**src/hw/rtl/tws_pkg.sv**
```systemverilog
`timescale 1ns / 1ps

package tws_pkg;

  // node pool and alphabet
  localparam int NODE_COUNT = 1024;
  localparam int ALPHA_SIZE = 26;
  localparam int NODE_W     = $clog2(NODE_COUNT);
  localparam int COUNT_W    = $clog2(NODE_COUNT + 1);
  localparam int LETTER_W   = 5;
  localparam int CMD_W      = 2;

  // one memory row per node: child fields for every letter, word-end bit on top
  localparam int ROW_W      = ALPHA_SIZE * NODE_W + 1;
  localparam int BASE_W     = $clog2(ROW_W);
  localparam int WEND_BIT   = ROW_W - 1;

  typedef enum logic [CMD_W-1:0] {
    CMD_INSERT = 2'd0,
    CMD_EXACT  = 2'd1,
    CMD_PREFIX = 2'd2,
    CMD_SPARE  = 2'd3
  } cmd_t;

  typedef enum logic [2:0] {
    S_INIT,
    S_IDLE,
    S_EVAL,
    S_CLEAR,
    S_FREAD,
    S_FEVAL,
    S_OUT
  } state_t;

  // controller to datapath
  typedef struct packed {
    logic init_row;
    logic load_item;
    logic step;
    logic clear_row;
    logic finish;
    logic emit;
  } ctl_t;

  // datapath to controller
  typedef struct packed {
    logic in_walk;
    logic in_last;
    logic alloc;
    logic item_last;
    logic out_free;
  } sts_t;

endpackage

```
**src/hw/rtl/tws_ctrl.sv**
```systemverilog
`timescale 1ns / 1ps

module tws_ctrl (
  input  logic           clk,
  input  logic           rst,
  input  logic           req_valid,
  output logic           req_ready,
  input  tws_pkg::sts_t  sts,
  output tws_pkg::ctl_t  ctl
);

  tws_pkg::state_t state;
  tws_pkg::state_t state_next;

  always_ff @(posedge clk) begin
    if (rst) begin
      state <= tws_pkg::S_INIT;
    end else begin
      state <= state_next;
    end
  end

  always_comb begin
    state_next = state;
    ctl        = '0;
    req_ready  = 1'b0;
    case (state)
      tws_pkg::S_INIT: begin
        ctl.init_row = 1'b1;
        state_next   = tws_pkg::S_IDLE;
      end
      tws_pkg::S_IDLE: begin
        req_ready = 1'b1;
        if (req_valid) begin
          ctl.load_item = 1'b1;
          if (sts.in_walk) begin
            state_next = tws_pkg::S_EVAL;
          end else if (sts.in_last) begin
            // row of the current node is already being read
            state_next = tws_pkg::S_FEVAL;
          end
        end
      end
      tws_pkg::S_EVAL: begin
        ctl.step = 1'b1;
        if (sts.alloc) begin
          state_next = tws_pkg::S_CLEAR;
        end else if (sts.item_last) begin
          state_next = tws_pkg::S_FREAD;
        end else begin
          state_next = tws_pkg::S_IDLE;
        end
      end
      tws_pkg::S_CLEAR: begin
        ctl.clear_row = 1'b1;
        state_next    = sts.item_last ? tws_pkg::S_FREAD : tws_pkg::S_IDLE;
      end
      tws_pkg::S_FREAD: begin
        state_next = tws_pkg::S_FEVAL;
      end
      tws_pkg::S_FEVAL: begin
        ctl.finish = 1'b1;
        state_next = tws_pkg::S_OUT;
      end
      tws_pkg::S_OUT: begin
        if (sts.out_free) begin
          ctl.emit   = 1'b1;
          state_next = tws_pkg::S_IDLE;
        end
      end
      default: begin
        state_next = tws_pkg::S_INIT;
      end
    endcase
  end

endmodule

```
**config.mk**
```make
export PLATFORM = sky130hd
export DESIGN_NAME = tws_ctrl
export DESIGN_NICKNAME = d
export VERILOG_FILES = /design/src/hw/rtl/tws_pkg.sv /design/src/hw/rtl/tws_ctrl.sv
export SDC_FILE = /design/constraint.sdc
export NUM_CORES = 1
export LEC_CHECK = 0
export BUFFER_PORTS_ARGS = -buffer_cell sky130_fd_sc_hd__clkbuf_2
export CAP_MARGIN = 20
export CORE_AREA = 2 2 39 41
export DETAILED_ROUTE_END_ITERATION = 8
export DIE_AREA = 0 0 41 43
export PLACE_DENSITY = 0.51
export RECOVER_POWER = 100
export SLEW_MARGIN = 20
export SYNTH_ARGS = -nofsm -noshare
export SYNTH_HDL_FRONTEND = slang
export SYNTH_SLANG_ARGS = --single-unit
```
**constraint.sdc**
```tcl
create_clock -name clk -period 1.4 [get_ports clk]
set_input_delay 0.42 -clock clk [delete_from_list [all_inputs] [get_ports clk]]
set_output_delay 0.42 -clock clk [all_outputs]
set_load 0.03 [all_outputs]
```
-- Word-level counts from Yosys, hierarchy flattened
Index checks and enable logic that the tools add are counted.
- $mul: 0
- reductions and logical operators: 2
- multiplexer cells: 16
- $add $sub $neg: 0
- divide/modulo/power cells: 0
- magnitude comparators: 0
- bitwise logic cells: 0
- shift operators: 0
- equal/unequal tests: 9
- operator list (operator ; count):
    3-bit one-hot mux with 7 select lines ; 1
    3-bit two-way mux ; 6
    3-bit == test, second input constant ; 3
    1-bit two-way mux ; 9
    3-bit by 2-bit == test with 1-bit output, second input constant ; 2
    2-bit != test, second input constant ; 2
    3-bit by 1-bit == test with 1-bit output, second input constant ; 1
    3-bit logical NOT ; 1
    3-bit != test, second input constant ; 1
    3-bit AND reduction ; 1
- output and inout port bits: 7
- register bits: 3
- ROM bits: 0
- word-level logic and storage cells: 28
- bits in writable memories: 0
- input bits: 8
- latch bits: 0
- memories kept: 0

-- Logic depth before layout (Yosys ltp)
Gate-level depths: netlist (run 1).
- depth after elaboration: 4
- gate-level depth with buffers: 4
- mapped depth without buffers: 3

-- Least setup slack after synthesis (run 1)
No wires, ideal clock.
- path kind: register -> output
- start: register state[1]
- end: output port ctl[4] (netlist bit)
- buffers on the path: 0
- arrival: 1605 ps
- required time: 980 ps
- cell stages (with the launch flop): 3
- setup slack: -625 ps
- cells stage by stage: dfxtp_1 nor3b_1 and2_1
- RTL lines (what ; RTL line ; source):
    start: declaration ; tws_ctrl.sv:12 ; tws_pkg::state_t state;
    start signal: assignment ; tws_ctrl.sv:17 ; state <= tws_pkg::S_INIT;
    start signal: assignment ; tws_ctrl.sv:19 ; state <= state_next;
    end: declaration ; tws_ctrl.sv:9 ; output tws_pkg::ctl_t ctl

==> results of run 1 <==
-- worst max path at each step --
stage               startpoint      to  slack, ns  cells after the start
floorplan             state[1]  ctl[4]      -0.12                      2
global placement      state[2]  ctl[4]       0.03                      3
detailed placement    state[2]  ctl[4]       0.02                      3
CTS                   state[2]  ctl[4]      -0.15                      3
global route          state[1]  ctl[4]      -0.16                      3
finish                state[1]  ctl[4]      -0.14                      3
-- layout by cell type (no fill, tap or decap) --
master / count
buf_4: 8
clkbuf_2: 7
clkbuf_8: 5
buf_6: 5
clkbuf_4: 3
nor3b_4: 2
and3_1: 2
nand2b_1: 2
o21ai_0: 2
a211o_1: 2
clkbuf_1: 2
dfxtp_4: 2
inv_2: 1
nor3_4: 1
nor3_2: 1
and2_4: 1
and4b_1: 1
nand4b_1: 1
or3b_1: 1
nor2b_1: 1
a31oi_1: 1
or2b_1: 1
o211ai_1: 1
a21oi_1: 1
o21bai_4: 1
a21bo_1: 1
a31o_2: 1
a221oi_2: 1
buf_8: 1
dfxtp_2: 1
-- layout make-up --
type | count | area (um^2)
timing repair buffer | 27 | 239
inverter | 1 | 3.75
tap | 16 | 20.0
clock buffer | 4 | 26.3
fill | 143 | 788
multi-input combinational | 25 | 238
sequential | 3 | 68.8
-- logic make-up after synthesis --
family / count (synthesis) / synth area share
AOI/OAI and AO/OA: 11 / 0.340
DFF: 3 / 0.223
and+or+nand+nor: 14 / 0.363
buffers and inverters: 3 / 0.0744
-- timing repair --
action / in CTS / in global routing
gates resized for setup: 19 / 9
setup endpoints to repair: 7 / 10
pin swaps: 4 / 5
hold buffers: 0 / 0
buffers inserted: 4 / 4
endpoints found under the hold margin: 0 / 0
-- layer usage --
layer / global-route usage / share of wire / vias up
met5: 0 / 0 / -
met4: 0.0400 / 0 / 0
met3: 0.0209 / 0.061 / 0
met2: 0.150 / 0.56 / 9
met1: 0.128 / 0.38 / 161
li1: - / - / 178
-- stage by stage --
| step | total power (uW) | setup WS (ns) | area (um^2) | hold WS (ns) |
|---|---|---|---|---|
| after floorplan | 234 | -0.123 | 303 | 0.486 |
| after global placement | 290 | 0.0262 | 414 | 0.547 |
| after detailed placement | 289 | 0.0173 | 414 | 0.546 |
| after CTS | 490 | -0.149 | 537 | 0.362 |
| after global routing | 558 | -0.164 | 596 | 0.369 |
| final | 530 | -0.139 | 596 | 0.369 |
-- critical path: stages (launching register included) --
cell	delay, ns
dfxtp_4	0.37
nor3b_4	0.23
and2_4	0.18
buf_8	0.11
-- power by group through the flow --
stage	Combinational (uW)	Clock [uW]	Sequential, uW
finish	263	152	115
floorplan	125	0	108
global route	279	163	116
CTS	221	156	112
global placement	176	0	113
detailed placement	176	0	113
==> summary.md, run 1 <==
| Metric | Value |
|---|---|
| H-tree lvl count | `1` |
| DP HPWL | `537 um` |
| Layout cells sized above 1 | `0.683` |
| WL/cell | `11.8 um` |
| Min-Delay Path Class | `input port to flop` |
| Switching Share | `0.336` |
| Cell with the most instances after synthesis | `dfxtp_1` |
| Failing checks | `negative setup slack` |
| Clk sinks | `3` |
| Cell Rows | `14` |
| CP arrival | `1.12 ns` |
| Total Routing Usage GR | `0.0982` |
| Clk_lat worst skew | `about 0.23 ns` |
| Starting density of the core | `0.194` |
| Final Hold Vio Count | `0` |
| Critical Path Start Type | `flop` |
| Io pins | `15` |
| Pre-antenna DRT Iters | `2` |
| Syn nets | `39` |
| Final worst slack | `-0.139 ns` |
| Final max-slew violation count | `0` |
| Via-to-Cell Ratio | `4.58` |
| Worst r2r dst | `state[0]` |
| Switching power | `~180 uW` |
| Vias in the first global route | `between 300 and 400` |
| # setup viols final | `7` |
| Gate power share | `0.496` |
| Area Growth Syn to Fin | `121%` |
| Reg-to-reg slack, setup | `0.01 ns` |
| CP Capture Type | `output port` |
| Post-synth EDFFs | `0` |
| CTS max path bufs | `2` |
| F_max | `650 MHz` |
| Worst-Margin Slew | `0.179 ns` |
| VDD IR max | `0.000545 V` |
| Post-route ant nets | `0` |
| Worst-path clk slew | `0.04 ns` |
| Largest net degree at the start of global routing | `9` |
| Clk pwr share | `0.287` |
| TritonCTS clock tree | `yes` |
| RSZ-0062 raised after global routing | `true` |
| Input/output buffers | `14` |
| Netlist cell types | `23` |
| Die area | `1760 um^2` |
| Starting DRT DRC Count | `2` |
| Placed cells | `64` |
| Most used DFF post-synth | `dfxtp_1` |
| Syn avg cell area | `roughly 8.7 um^2` |
| Sequential power share | `0.217` |
| PwrDens | `between 800 and 900 nW/um^2` |
| Synth warnings | `0` |
| WP data required | `0.98 ns` |
| Largest Register | `state` |
| Top cells by area, synth | `dfxtp_1, a211o_1, a221oi_2` |
| Max-Cap Viols | `0` |
| Status | `complete, but fails checks` |
| Slew HR | `0.879` |
| Hold wc startpoint | `rst` |
| Initial antenna violation count | `0` |
| Cell taking the most area after synthesis | `dfxtp_1` |
| Via Count | `between 300 and 400` |
| Fin cells | `76` |
| Setup TNS | `-0.640 ns` |
| Setup Crit Path Kind | `flop to output port` |
| Final WL | `895 um` |
| Seq/Total Area, Yosys | `0.223` |
| Reg2reg start | `state[0]` |
| Congestion Overflow GR | `0` |
| Die width | `between 40 and 50 um` |
| Core Util, Final | `0.430` |
| Pint | `between 300 and 400 uW` |
| Yosys top cell area share | `0.223` |
| WHS Endpoint | `state[0]` |
| Remaining DRCs | `0` |
| First-pass GRT wire length | `roughly 1200 um` |
| CTS root buf | `clkbuf_4` |
| CTS Buf Count | `3` |
| Nets | `69` |
| Global placer's final weighted congestion | `0.696` |
| Core area | `1380 um^2` |
| Final period utilization | `1.10` |
| Ys async rst share | `0` |
| Synth Cell Area | `roughly 270 um^2` |
| Clock Skew | `0.00142 ns` |
| Final Critical Period | `1.54 ns` |
| Worst Path Max Fanout | `7` |
| #FFs+latches synth | `3` |
| R2R cell count | `6` |
| Biggest regs | `state (3)` |
| Hold Path Depth | `2` |
| Cells after Synth | `31` |
| P_leak | `about 0.00027 uW` |
| Antenna cell count | `0` |
| Die Ht | `43 um` |
| Max reg flops | `3` |
No activity file was read; power rests on OpenSTA's default activity.
==> inputs of run 2 (changes only) <==
==> constraint.sdc (replaced) <==
create_clock -name clk -period 1.4 [get_ports clk]
set_input_delay 0.28 -clock clk [delete_from_list [all_inputs] [get_ports clk]]
set_output_delay 0.28 -clock clk [all_outputs]
set_load 0.03 [all_outputs]
==> summary.md, run 2 (synthesis results as in run 1) <==
| Metric | Value |
|---|---|
| Via-to-Cell Ratio | `4.70 (was 4.58)` |
| Final Critical Period | `1.40 ns (was 1.54 ns)` |
| Min-Delay Path Class | `input port to flop (unchanged)` |
| Vias in the first global route | `304 (was 313)` |
| Reg2reg start | `state[0] (unchanged)` |
| Core area | `1380 um^2 (unchanged)` |
| Die area | `1760 um^2 (unchanged)` |
| Final max-slew violation count | `0 (unchanged)` |
| Cells along the critical path | `nor3b_4 -> and2_4 -> buf_8 (unchanged)` |
| Worst r2r dst | `state[0] (unchanged)` |
| DP HPWL | `551 um (was 537 um)` |
| Final Hold Vio Count | `0 (unchanged)` |
| Setup Crit Path Kind | `flop to output port (unchanged)` |
| Max-Cap Viols | `0 (unchanged)` |
| Final Cell Area | `497 um^2 (was 596 um^2)` |
| Final WL | `747 um (was 895 um)` |
| First-pass GRT wire length | `1190 um (was 1230 um)` |
| Slowest-stage cell, CP | `dfxtp_4 (unchanged)` |
| CP peak stage delay | `0.36 ns (was 0.37 ns)` |
| F_max | `713 MHz (was 650 MHz)` |
| Largest net degree at the start of global routing | `8 (was 9)` |
| VDD IR max | `0.000298 V (was 0.000545 V)` |
| Gate power share | `0.431 (was 0.496)` |
| Status | `complete, but fails checks (unchanged)` |
| H-tree lvl count | `1 (unchanged)` |
| Clk pwr share | `0.325 (was 0.287)` |
| Layout cells sized above 1 | `0.655 (was 0.683)` |
| Most frequent cells in the layout | `buf_4, clkbuf_2, clkbuf_4, dfxtp_4 (was buf_4, clkbuf_2, clkbuf_8, buf_6, clkbuf_4)` |
| # setup viols final | `1 (was 7)` |
| Crit path max-delay family | `simple AND/OR/NAND/NOR gates (unchanged)` |
| Placed instance area | `388 um^2 (was 414 um^2)` |
| Initial antenna violation count | `0 (unchanged)` |
| Final worst slack | `-0.00166 ns (was -0.139 ns)` |
| Final Hold Slack | `0.228 ns (was 0.369 ns)` |
| PwrDens | `928 nW/um^2 (was 889 nW/um^2)` |
| Crit path depth | `3 (unchanged)` |
| Critical Path Start Type | `flop (unchanged)` |
| Congestion Overflow GR | `0 (unchanged)` |
| Input/output buffers | `14 (unchanged)` |
| P_leak | `0.000234 uW (was 0.000272 uW)` |
| Failing checks | `negative setup slack (unchanged)` |
| WP data required | `1.12 ns (was 0.98 ns)` |
| Commonest non-fill, non-tap cell in the layout | `buf_4 (unchanged)` |
| Pre-antenna DRT Iters | `4 (was 2)` |
| RSZ-0062 raised after global routing | `true (unchanged)` |
| Reg-to-reg slack, setup | `0.18 ns (was 0.01 ns)` |
| Switching power | `154 uW (was 178 uW)` |
| Starting density of the core | `0.194 (unchanged)` |
| Cts hold-fix bufs | `0 (unchanged)` |
| Die width | `41 um (unchanged)` |
| CP arrival | `1.12 ns (about the same)` |
| Antenna cell count | `0 (unchanged)` |
| Clock Skew | `0.000494 ns (was 0.00142 ns)` |
| Clk_lat worst skew | `0.23 ns (about the same)` |
| Worst Path Max Fanout | `6 (was 7)` |
| WL/cell | `10.5 um (was 11.8 um)` |
| Switching Share | `0.335 (was 0.336)` |
| Sequential power share | `0.244 (was 0.217)` |
| Slew HR | `0.869 (was 0.879)` |
| Global placer's final weighted congestion | `0.685 (was 0.696)` |
| Largest Register | `state (unchanged)` |
| Via Count | `334 (was 348)` |
| Final period utilization | `1.00 (was 1.10)` |
| Io pins | `15 (unchanged)` |
| Worst-Margin Slew | `0.197 ns (was 0.179 ns)` |
| Nets | `64 (was 69)` |
| Buf/Inv on CP | `1 (unchanged)` |
| Starting DRT DRC Count | `1 (was 2)` |
| Remaining DRCs | `0 (unchanged)` |
| Launch point of the critical path | `state[1] (unchanged)` |
| CTS Buf Count | `3 (unchanged)` |
| Worst setup path endpoint | `ctl[4] (unchanged)` |
| Max reg flops | `3 (unchanged)` |
| Clk sinks | `3 (unchanged)` |
| Area Growth Syn to Fin | `84.7% (was 121%)` |
| TritonCTS clock tree | `yes (unchanged)` |
| Cell Rows | `14 (unchanged)` |
| Biggest regs | `state (3) (unchanged)` |
| Post-route ant nets | `0 (unchanged)` |
| CTS max path bufs | `2 (unchanged)` |
| R2R cell count | `4 (was 6)` |
| Die Ht | `43 um (unchanged)` |
| Worst-path clk slew | `0.04 ns (about the same)` |
| Pint | `307 uW (was 351 uW)` |
| CP Capture Type | `output port (unchanged)` |
| CTS root buf | `clkbuf_4 (unchanged)` |
| Total Routing Usage GR | `0.0992 (was 0.0982)` |
-- run 2: how the worst min path moves through the flow --
| stage | start | endpoint | slack [ns] | cells after the start |
|---|---|---|---|---|
| final | rst | state[0] | 0.23 | 2 |
| after detailed placement | rst | state[0] | 0.48 | 2 |
| after floorplan | rst | state[0] | 0.35 | 1 |
| after global placement | rst | state[0] | 0.48 | 2 |
| after CTS | rst | state[0] | 0.22 | 2 |
| after global routing | rst | state[0] | 0.22 | 2 |
-- run 2: layout make-up --
class,instances,area (um^2)
inverter,1,3.75
sequential,3,71.3
multi-input combinational,25,213
clock buffer,4,26.3
fill,147,887
tap,16,20.0
timing repair buffer,22,163
-- run 2: power by group through the flow --
| stage | combinational, uW | clock, uW | sequential [uW] |
|---|---|---|---|
| floorplan | 115 | 0 | 105 |
| global placement | 156 | 0 | 116 |
| detailed placement | 155 | 0 | 115 |
| CTS | 182 | 160 | 112 |
| global route | 215 | 175 | 113 |
| finish | 199 | 150 | 112 |
-- run 2: per-stage QoR --
step	power [uW]	worst slack, ns	utilization	setup TNS, ns	instances
after floorplan	220	-0.130	-	-0.183	31
after global placement	272	0.0991	0.280	0	63
after detailed placement	270	0.0906	0.280	0	63
after CTS	455	-0.0331	0.341	-0.0716	69
after global routing	504	-0.0506	0.359	-0.0963	71
final	461	-0.00166	0.359	-0.00166	71
-- run 2: repair_timing --
| item | in CTS | in global routing |
|---|---|---|
| pin swaps | 2 | 2 |
| setup endpoints to repair | 7 | 6 |
| gates resized for setup | 14 | 11 |
| buffers inserted | 2 | 2 |
-- run 2: per-layer routing --
metal  vias up  track usage  share of wire
met3         0       0.0471          0.092
met5         -            0              0
met2        13        0.141           0.46
met1       149        0.134           0.45
met4         0       0.0200              0
li1        172            -              -
-- run 2: worst register-to-register path, delay by kind of cell, from the launching register on --
kind / cells / cell delay [ns]
flops: 1 / 0.35
compound gates: 3 / 0.63
buf+inv: 1 / 0.15
==> inputs of run 3 (changes only) <==
Settings changed: ABC_AREA set to 1, PLACE_DENSITY 0.51 to 0.53.
==> summary.md, run 3 <==
| Metric | Value |
|---|---|
| Status | `completed (was complete, but fails checks)` |
| Syn avg cell area | `5.50 um^2 (was 8.68 um^2)` |
| Starting DRT DRC Count | `10 (was 1)` |
| Initial antenna violation count | `0 (unchanged)` |
| Worst-path clk slew | `0.04 ns (about the same)` |
| DP HPWL | `617 um (was 551 um)` |
| Clk_lat worst skew | `0.25 ns (was 0.23 ns)` |
| #FFs+latches synth | `3 (unchanged)` |
| Placed instance area | `392 um^2 (was 388 um^2)` |
| RSZ-0062 raised after global routing | `true (unchanged)` |
| Final Critical Period | `1.36 ns (was 1.40 ns)` |
| Largest Register | `state (unchanged)` |
| CTS Buf Count | `3 (unchanged)` |
| Largest net degree at the start of global routing | `8 (unchanged)` |
| Cells after Synth | `53 (was 31)` |
| Final period utilization | `0.969 (was 1.00)` |
| Launch point of the critical path | `state[0] (was state[1])` |
| Syn nets | `61 (was 39)` |
| Max-Cap Viols | `0 (unchanged)` |
| VDD IR max | `0.000493 V (was 0.000298 V)` |
| Remaining DRCs | `0 (unchanged)` |
| Via Count | `381 (was 334)` |
| WP data required | `1.12 ns (about the same)` |
| M3 GR Usage | `0.0157 (was 0.0471)` |
| Worst Path Max Fanout | `5 (was 6)` |
| Input/output buffers | `14 (unchanged)` |
| Reg2reg start | `state[0] (unchanged)` |
| WL/cell | `9.23 um (was 10.5 um)` |
| Critical Path Start Type | `flop (unchanged)` |
| Met2 usage | `0.159 (was 0.141)` |
| Seq/Total Area, Yosys | `0.206 (was 0.223)` |
| Pre-antenna DRT Iters | `5 (was 4)` |
| Synth warnings | `0 (unchanged)` |
| Area Growth Syn to Fin | `63.1% (was 84.7%)` |
| Slew HR | `0.877 (was 0.869)` |
| Met1 Use GR | `0.122 (was 0.134)` |
| Die Ht | `43 um (unchanged)` |
| PwrDens | `1270 nW/um^2 (was 928 nW/um^2)` |
| CP Capture Type | `output port (unchanged)` |
| H-tree lvl count | `1 (unchanged)` |
| Io pins | `15 (unchanged)` |
| Final Hold Vio Count | `0 (unchanged)` |
| Cell Rows | `14 (unchanged)` |
| Cell taking the most area after synthesis | `nand2_1 (was dfxtp_1)` |
| Layout cells sized above 1 | `0.486 (was 0.655)` |
| CTS max path bufs | `2 (unchanged)` |
| Most frequent cells in the layout | `nand2_1, clkbuf_2, nor2_1, buf_4 (was buf_4, clkbuf_2, clkbuf_4, dfxtp_4)` |
| Starting density of the core | `0.211 (was 0.194)` |
| Cell with the most instances after synthesis | `nand2_1 (was dfxtp_1)` |
| Die width | `41 um (unchanged)` |
| P_leak | `0.000251 uW (was 0.000234 uW)` |
| GRT Max-Usage Layer | `met2 (unchanged)` |
| Place WS | `0.0988 ns (was 0.0906 ns)` |
| Clock Skew | `0.00668 ns (was 0.000494 ns)` |
| First-pass GRT wire length | `1250 um (was 1190 um)` |
| Nets | `81 (was 64)` |
| F_max | `737 MHz (was 713 MHz)` |
| Post-synth top cells | `nand2_1, nor2_1, a21oi_1, inv_1, nor2_2` |
| Post-synth EDFFs | `0 (unchanged)` |
| Core area | `1380 um^2 (unchanged)` |
| Clk sinks | `3 (unchanged)` |
| Congestion Overflow GR | `0 (unchanged)` |
| Biggest regs | `state (3) (unchanged)` |
| Cts hold-fix bufs | `0 (unchanged)` |
| Die area | `1760 um^2 (unchanged)` |
| CTS root buf | `clkbuf_4 (unchanged)` |
| Most used DFF post-synth | `dfxtp_1 (unchanged)` |
| Netlist cell types | `15 (was 23)` |
| Global placer's final weighted congestion | `0.718 (was 0.685)` |
| TritonCTS clock tree | `yes (unchanged)` |
| Final worst slack | `0.0427 ns (was -0.00166 ns)` |
| Yosys top cell area share | `0.232 (was 0.223)` |
| Final Cell Area | `475 um^2 (was 497 um^2)` |
| Final max-slew violation count | `0 (unchanged)` |
| Setup Crit Path Kind | `flop to output port (unchanged)` |
| Ys async rst share | `0 (unchanged)` |
| Worst-Margin Slew | `0.183 ns (was 0.197 ns)` |
| Via-to-Cell Ratio | `4.33 (was 4.70)` |
| # setup viols final | `0 (was 1)` |
| Commonest non-fill, non-tap cell in the layout | `nand2_1 (was buf_4)` |
| Synth Cell Area | `292 um^2 (was 269 um^2)` |
| Min-Delay Path Class | `input port to flop (unchanged)` |
| CP arrival | `1.08 ns (was 1.12 ns)` |
| Total Routing Usage GR | `0.107 (was 0.0992)` |
| Max reg flops | `3 (unchanged)` |
| Final WL | `812 um (was 747 um)` |
| Hold wc startpoint | `rst (unchanged)` |
| Top cells by area, synth | `nand2_1, dfxtp_1, nor2_2 (was dfxtp_1, a211o_1, a221oi_2)` |
| Vias in the first global route | `334 (was 304)` |
| Post-route ant nets | `0 (unchanged)` |
| Antenna cell count | `0 (unchanged)` |
run 3: changes by cell type in the layout (fill, tap and decap cells not counted), sizes merged, moves of 2 or more:
cell    previous run  this run
nor3b              2         0
and3               2         0
nor2               0        10
inv                1         7
nand3              0         3
a211o              2         0
buf               14         7
nand2b             2         0
a21oi              1         5
nand2              0        19
run 3: area by class of cell:
class                      instances  area (um^2)
clock buffer                       4         26.3
fill                             163          908
inverter                           7         28.8
multi-input combinational         42          221
sequential                         3         71.3
tap                               16         20.0
timing repair buffer              16          108
run 3: worst max-delay path: stages (launching register included):
cell and delay [ns]:
dfxtp_4 0.37, inv_2 0.06, nor2_4 0.09, nand2_2 0.06, nor2_1 0.09, buf_4 0.16
run 3: kinds of logic (layout without fill, tap and decap cells):
| logic type | Yosys count | after routing | share of synthesized area |
|---|---|---|---|
| DFF | 3 | 3 | 0.206 |
| and+or+nand+nor | 36 | 36 | 0.562 |
| buffers and inverters | 8 | 27 | 0.116 |
| AOI/OAI and AO/OA | 6 | 6 | 0.116 |
run 3: final timing paths:
kind,endpoint,slack [ns],depth (start not counted)
worst max-delay path,ctl[4],0.04,5
worst min-delay path,state[0],0.21,2
worst min register to register,state[0],0.65,3
worst max register to register,state[1],0.16,8
run 3: metal layers:
metal | share of wire | vias to the layer above | wire [um]
met3 | 0.069 | 2 | 56
met2 | 0.48 | 13 | 389
met1 | 0.42 | 165 | 341
li1 | - | 201 | -
met5 | 0 | - | 0
met4 | 0.030 | 0 | 24
run 3: per-stage QoR:
stage          power [uW]  hold WS (ns)   util  cells  setup TNS (ns)
5_1_grt               640         0.233  0.344     88         -0.0138
3_3_place_gp          377         0.482  0.283     83               0
3_5_place_dp          378         0.481  0.283     83               0
4_1_cts               588         0.215  0.329     88         -0.0160
2_1_floorplan         314         0.342      -     53               0
6_report              606         0.215  0.344     88               0
run 3: repair_timing:
action,4_1_cts,5_1_grt
endpoints found under the setup margin,7,6
pin swaps,1,1
setup buffers,1,0
gates resized for setup,11,14
run 3: power breakdown:
group / total [uW] / internal (uW) / switching [uW]
combinational: 304 / 128 / 176
sequential: 139 / 105 / 34.0
clock: 163 / 107 / 55.9
total: 606 / 340 / 266
